===== config.mk =====
export PLATFORM = sky130hd
export DESIGN_NAME = sspan_mod_step
export DESIGN_NICKNAME = d
export VERILOG_FILES = /design/src/design/stretched_span_shader_assert.svh /design/src/design/sspan_pkg.sv /design/src/design/sspan_mod_step.sv
export SDC_FILE = /design/constraint.sdc
export NUM_CORES = 1
export LEC_CHECK = 0
export BUFFER_PORTS_ARGS = -buffer_cell sky130_fd_sc_hd__buf_2
export CORE_MARGIN = 2
export CORE_UTILIZATION = 30
export DETAILED_ROUTE_END_ITERATION = 7
export HOLD_SLACK_MARGIN = 0.15
export PLACE_DENSITY_LB_ADDON = 0.3
export SLEW_MARGIN = 0
export SYNTH_ARGS = -nofsm -noshare
export SYNTH_HDL_FRONTEND = slang
export SYNTH_SLANG_ARGS = --single-unit

===== constraint.sdc =====
create_clock -name clock -period 2 [get_ports clock]
set_clock_uncertainty 0.2 [all_clocks]
set_input_delay 0.1 -clock clock [delete_from_list [all_inputs] [get_ports clock]]
set_output_delay 0.1 -clock clock [all_outputs]
set_load 0.05 [all_outputs]

===== src/design/stretched_span_shader_assert.svh =====
// Assertion macros used by the span shader top-level design file.
`ifndef STRETCHED_SPAN_SHADER_ASSERT_SVH
`define STRETCHED_SPAN_SHADER_ASSERT_SVH

// Checks that the consequent holds in the same cycle as the antecedent.
`define SSPAN_ASSERT_NOW(label, clk, rst, ante, cons) \
   label: assert property (@(posedge clk) disable iff (rst) (ante) |-> (cons)) \
      else $error("span shader same-cycle check failed");

// Checks that the consequent holds in the cycle after the antecedent.
`define SSPAN_ASSERT_NEXT(label, clk, rst, ante, cons) \
   label: assert property (@(posedge clk) disable iff (rst) (ante) |=> (cons)) \
      else $error("span shader next-cycle check failed");

`endif


===== src/design/sspan_pkg.sv =====
// Shared constants, codes and the pipeline item type of the span shader.
package sspan_pkg;

   localparam int POS_W        = 26;
   localparam int ENTRY_IDX_W  = 10;
   localparam int BYTE_W       = 8;
   localparam int ACTION_W     = 3;
   localparam int MODE_W       = 2;
   localparam int CSR_IDX_W    = 2;
   localparam int CSR_DATA_W   = 8;
   localparam int REMAP_DEPTH  = 256;
   localparam int BLEND_ADDR_W = 2 * BYTE_W;
   localparam int BLEND_DEPTH  = 1 << BLEND_ADDR_W;

   localparam int FRAC_BITS_DEFAULT = 16;
   localparam int SRC_LEN_DEFAULT   = 1024;

   // Beat actions.
   localparam logic [ACTION_W-1:0] ACT_LOAD_SRC   = 3'd0;
   localparam logic [ACTION_W-1:0] ACT_LOAD_REMAP = 3'd1;
   localparam logic [ACTION_W-1:0] ACT_LOAD_BLEND = 3'd2;
   localparam logic [ACTION_W-1:0] ACT_START      = 3'd3;
   localparam logic [ACTION_W-1:0] ACT_PIXEL      = 3'd4;

   // Draw modes.
   localparam logic [MODE_W-1:0] MODE_COPY  = 2'd0;
   localparam logic [MODE_W-1:0] MODE_REMAP = 2'd1;
   localparam logic [MODE_W-1:0] MODE_BLEND = 2'd2;

   // Control register indexes.
   localparam logic [CSR_IDX_W-1:0] CSR_DRAW_MODE  = 2'd0;
   localparam logic [CSR_IDX_W-1:0] CSR_KEY_ENABLE = 2'd1;
   localparam logic [CSR_IDX_W-1:0] CSR_KEY_VALUE  = 2'd2;

   typedef struct packed {
      logic [ACTION_W-1:0]    action;
      logic [ENTRY_IDX_W-1:0] entry_index;
      logic [BYTE_W-1:0]      blend_dest;
      logic [BYTE_W-1:0]      entry_value;
      logic [BYTE_W-1:0]      dest_pixel;
   } item_type;

endpackage


===== src/design/sspan_mod_step.sv =====
// One compare-and-subtract stage of the source index reduction pipeline.
module sspan_mod_step
   import sspan_pkg::*;
#(
   parameter int SRC_LEN = SRC_LEN_DEFAULT,
   parameter int RW      = 10,
   parameter int SHIFT   = 0
) (
   input  logic          clock,
   input  logic          reset,
   input  logic          in_valid,
   output logic          in_ready,
   input  item_type      in_item,
   input  logic [RW-1:0] in_residue,
   output logic          out_valid,
   input  logic          out_ready,
   output item_type      out_item,
   output logic [RW-1:0] out_residue
);

   localparam logic [RW:0] DIVISOR = (RW + 1)'(SRC_LEN) << SHIFT;

   logic          valid_ff;
   item_type      item_ff;
   logic [RW-1:0] residue_ff;
   logic [RW:0]   ext_residue;
   logic [RW:0]   reduced;
   logic [RW-1:0] residue_in;

   // Subtract the shifted line length when it fits; the result stays below it.
   always_comb begin
      ext_residue = {1'b0, in_residue};
      reduced     = (ext_residue >= DIVISOR) ? (ext_residue - DIVISOR) : ext_residue;
      residue_in  = reduced[RW-1:0];
   end

   assign in_ready = !valid_ff || out_ready;

   always_ff @(posedge clock) begin
      if (reset) begin
         valid_ff <= 1'b0;
      end else if (in_ready) begin
         valid_ff <= in_valid;
      end
   end

   always_ff @(posedge clock) begin
      if (in_valid && in_ready) begin
         item_ff    <= in_item;
         residue_ff <= residue_in;
      end
   end

   assign out_valid   = valid_ff;
   assign out_item    = item_ff;
   assign out_residue = residue_ff;

endmodule


==> results of run 1 <==
[metal layers]
metal	wire length [um]	part of all wire
met1	1150	0.35
met2	1770	0.53
met3	329	0.099
met4	63	0.019
met5	0	0
[final timing paths]
check	startpoint	to	slack, ns	cells after the start
worst max-delay path	out_valid	out_item[25]	0.46	2
worst min-delay path	in_valid	out_item[15]	0.24	2
worst max register to register	out_valid	out_item[25]	0.46	2
worst min register to register	out_valid	out_item[15]	0.82	2
[state kept, by name, indices dropped and copies added (netlist names)]
signal and count:
out_item 37, out_residue 10, out_valid 1
[cell type report]
type                            instances  area (um2)
Timing Repair Buffer                  148         986
Multi-Input combinational cell          3        31.3
Sequential cell                        48        1430
Clock buffer                            5        68.8
Fill cell                             397        2070
Tap cell                               67        83.8
Clock inverter                          3        47.5
Inverter                                1        3.75
[metrics by stage]
step	cells	total power [W]	instance area (um2)	worst slack, ns	hold WS, ns
CTS	275	0.00232	2650	0.451	0.256
global route	275	0.00238	2650	0.382	0.276
finish	275	0.00229	2650	0.459	0.243
floorplan	52	0.00144	1470	0.214	-0.0376
global placement	218	0.00154	2050	0.519	0.0613
detailed placement	218	0.00155	2050	0.466	0.0637
[worst reg2reg max path, stage by stage, from the launching register on]
cell	delay (ns)
dfxtp_1	0.35
nand2b_4	0.08
and2_4	0.53
[cell usage after synthesis]
library cell	count	share of area
edfxtp_1	47	0.96
a21oi_2	1	0.0060
and2_4	1	0.0060
dfxtp_1	1	0.014
inv_1	1	0.0026
nand2b_4	1	0.0094
[where the power goes]
part	internal [W]	leakage (nW)	switching, W
combinational	0.000137	0.614	0.000270
sequential	0.00117	0.463	0.0000151
clock	0.000376	0.0583	0.000323
[cells by family after synthesis]
kind of cell | Yosys count | share of synthesized area
compound gates | 1 | 0.00597
buf+inv | 1 | 0.00256
flops | 48 | 0.976
simple gates | 2 | 0.0154
==> flow_summary.ini, run 1 <==
[outcome]
status = complete, no violations

[finish]
mostFrequentLayoutCells = buf_2, dlygate4sd3_1, edfxtp_1
fin_nets = 258
insertedDiodeCount = 0
layout_commonest_cell = buf_2
drive_gt1_frac = 0.529
utilization = 0.562
area_delta_synth_final_pct = 80.9

[pwr]
p_leak_nw = 1.14
power_density_nw_per_um2 = 865
ir_drop_v = 0.000596

[clocking]
post_cts_buffers = 0
root_buffer = clkbuf_8
clkSinkCount = 48
cts_made_buffers = 5
cts_max_level = 2
clkLatencyLatePin_ns = 0.29
clk_pin_slew_worst_paths_ns = 0.09
cts_tree = built
cts-resized-gates = 0
postCtsHoldBufs = 49
cts_buffer_depth = 2

[global_routing]
grt_pass1_wl_um = 4730
antenna_found_initial = 0
busiest_layer = met2
overflow = 0
grt_max_degree = 48
track_usage = 0.123
use_met2 = 0.224
grt_use_met1 = 0.111
global_route.usage.met3 = 0.0645
grt_pass1_vias = 1101

[sta]
setup_violations = 0
slew_headroom = 0.600
fin_crit_ns = 1.54
worst_pin_slew_ns = 0.600
max_freq_ghz = 0.649
fin_setup_tns_ns = 0
final-max-slew-violation-count = 0
rsz0062_at_grt = no
hold_viol_final = 0
min_period_over_period = 0.771

[die]
io_pins = 100
row_count = 25
fp.dieH_um = 73.9
core_um2 = 4720
die_w_um = 73.9
start_util = 0.310
dieArea_um2 = 5460

[critical_path]
path_max_fanout = 47
worst_path_max_delay_cell = and2_4
cpPeakStageDelay_ns = 0.53
cp_top_family = simple AND/OR/NAND/NOR gates
crit_path_start_kind = register
critPathKind = register to register
path_cells = nand2b_4 -> and2_4
cp.required_ns = 1.74
timing.critical_path.buf_inv = 0
cp.arrival_ns = 1.29
crit_path_end_kind = register

[synthesis]
postSynthCellCount = 52
avgSynthCellArea_um2 = 28.2
synth_cell_types = 6
ys_seq_elements = 48
synth_seq_area_share = 0.976
syn_area_um2 = 1470
synth_warnings = 0
synth_nets = 103

[routing]
postRouteWirelength_um = 3320
first_pass_iters = 2
viasPerCell = 3.91
drt_iter0_drc = 33
vias = 1074
ant_nets = 0
route.detailed.drc = 0
wire_per_inst_um = 12.1

[placement]
port_buffers = 99
dp_hpwl_um = 2190
gp_congestion = 0.627

[hold_path]
hp-class = input port to register

[job]
max-cap-violations = 0
Note: power is estimated with default switching activity, not from simulation.
==> run 2, diff against run 1 <==
Clock period 2 ns to 1.43 ns, I/O delays scaled along.
==> run 2 against run 1 <==
Effect of this change:
- clock-buffer cell count up 3
- clock power grew 3.1%
- routed wire length down 1.0%
- maximum frequency increased by 12%
- critical path depth is 1 higher
- register-to-register slack lost 0.40 ns
- die area is the same
- critical path type unchanged
==> flow_summary.ini, run 2 (synthesis gave the netlist of run 1 again) <==
[outcome]
status = complete, no violations

[placement]
gp_congestion = 0.669
dp_hpwl_um = 2170
placed_cells = 220
dpl_worst_slack_ns = 0.155
port_buffers = 99
placed_area_um2 = 2090

[finish]
drive_gt1_frac = 0.524
fillers = 381
mostFrequentLayoutCells = buf_2, dlygate4sd3_1, edfxtp_1
regArea_um2 = 1440
layoutNonFillerInstCount = 277
area_delta_synth_final_pct = 81.4
multi_input_area_um2 = 31.3
fin_nets = 260
stdcell_area_um2 = 2660
largest_register_ffs = 37
utilization = 0.563
layout_commonest_cell = buf_2
insertedDiodeCount = 0

[critical_path]
cp.arrival_ns = 1.39
crit_path_end_kind = register
crit_path_start_kind = register
critPathKind = register to register
r2r_start = out_valid
cp.required_ns = 1.45
path_max_fanout = 3
r2r_setup_slack_ns = 0.06
r2r_cells = 3
timing.rr.end = out_valid

[die]
io_pins = 100
row_count = 25
die_w_um = 73.9
start_util = 0.310
core_um2 = 4720
fp.dieH_um = 73.9
dieArea_um2 = 5460

[clocking]
clkSinkCount = 48
clk_pin_slew_worst_paths_ns = 0.07
cts_made_buffers = 5
cts_tree = built
cts_buffer_depth = 2
root_buffer = clkbuf_8
cts_max_level = 2
clkLatencyLatePin_ns = 0.28

[hold_path]
min_path_cells = 3
hold-path-endpoint = out_item[8]
hp-class = input port to register
hold_path.startpoint = in_valid

[routing]
viasPerCell = 3.91
vias = 1084
ant_nets = 0
postRouteWirelength_um = 3280
first_pass_iters = 4
drt_iter0_drc = 27
wire_per_inst_um = 11.8
route.detailed.drc = 0

[sta]
final-max-slew-violation-count = 0
fin_crit_ns = 1.37
worst_pin_slew_ns = 0.258
hold_viol_final = 0
setup_violations = 0
setup_slack_ns = 0.0567
slew_headroom = 0.829
rsz0062_at_grt = no
min_period_over_period = 0.960
max_freq_ghz = 0.728

[pwr]
internal-power_w = 0.00219
pwr-share-seq = 0.559
power_frac_clock = 0.243
p_comb_frac = 0.199
power_density_nw_per_um2 = 1120
switchingPower_w = 0.000777
ir_drop_v = 0.000747
p_leak_nw = 1.14
switching_share = 0.262

[global_routing]
grt_pass1_wl_um = 4820
grt_max_degree = 26
track_usage = 0.122
grt_pass1_vias = 1149
antenna_found_initial = 0
overflow = 0

[job]
max-cap-violations = 0
run 2: cell count changes in the layout (fill, tap and decap cells not counted):
cell       before  now
dfxtp_1         1    0
dfxtp_4         0    1
bufinv_16       1    0
clkbuf_1        0    3
clkinv_4        2    0
buf_12          0    2
run 2: area by class of cell:
class,instances,area share
sequential,48,0.540
inverter,1,0.00141
clock buffer,8,0.0301
timing repair buffer,150,0.386
tap,67,0.0315
multi-input combinational,3,0.0118
run 2: power groups by stage:
stage / combinational (W) / clock (W) / sequential (W)
detailed placement: 0.000488 / 0 / 0.00169
CTS: 0.000591 / 0.000768 / 0.00166
global route: 0.000618 / 0.000811 / 0.00167
floorplan: 0.0000364 / 0 / 0.00198
global placement: 0.000482 / 0 / 0.00169
finish: 0.000590 / 0.000721 / 0.00166
run 2: worst max-delay path, cell delays in order (launching register included):
cell and delay, ns:
dfxtp_4 0.36, nand2b_4 0.06, a21oi_2 0.15, dlygate4sd3_1 0.55
run 2: worst max-delay path by stage:
| stage | from | to | slack (ns) | cells past startpoint |
|---|---|---|---|---|
| final | out_valid | out_valid | 0.06 | 3 |
| after CTS | out_valid | out_valid | 0.09 | 3 |
| after global placement | out_valid | out_residue[9] | 0.17 | 3 |
| after floorplan | out_valid | out_item[0] | -0.19 | 2 |
| after detailed placement | out_valid | out_item[18] | 0.16 | 3 |
| after global routing | out_valid | out_valid | 0.02 | 3 |
run 2: what timing repair did:
action / in CTS / in global routing
setup endpoints to repair: 0 / 0
hold endpoints to repair: 48 / 0
hold buffers: 49 / 0
resized for setup: 0 / 0
setup buffers: 0 / 0
run 2: metal layers:
metal,global-route usage,routed length (um),vias up
li1,-,-,517
met1,0.119,1260,485
met2,0.216,1580,77
met3,0.0590,398,5
met4,0.0545,51,0
met5,0,0,-
run 2: through the flow:
stage / TNS [ns] / total power, W / hold WS [ns]
after floorplan: -8.92 / 0.00201 / -0.0752
after CTS: 0 / 0.00302 / 0.151
final: 0 / 0.00297 / 0.158
after detailed placement: 0 / 0.00218 / 0.0275
after global routing: 0 / 0.00310 / 0.164
after global placement: 0 / 0.00217 / 0.0256
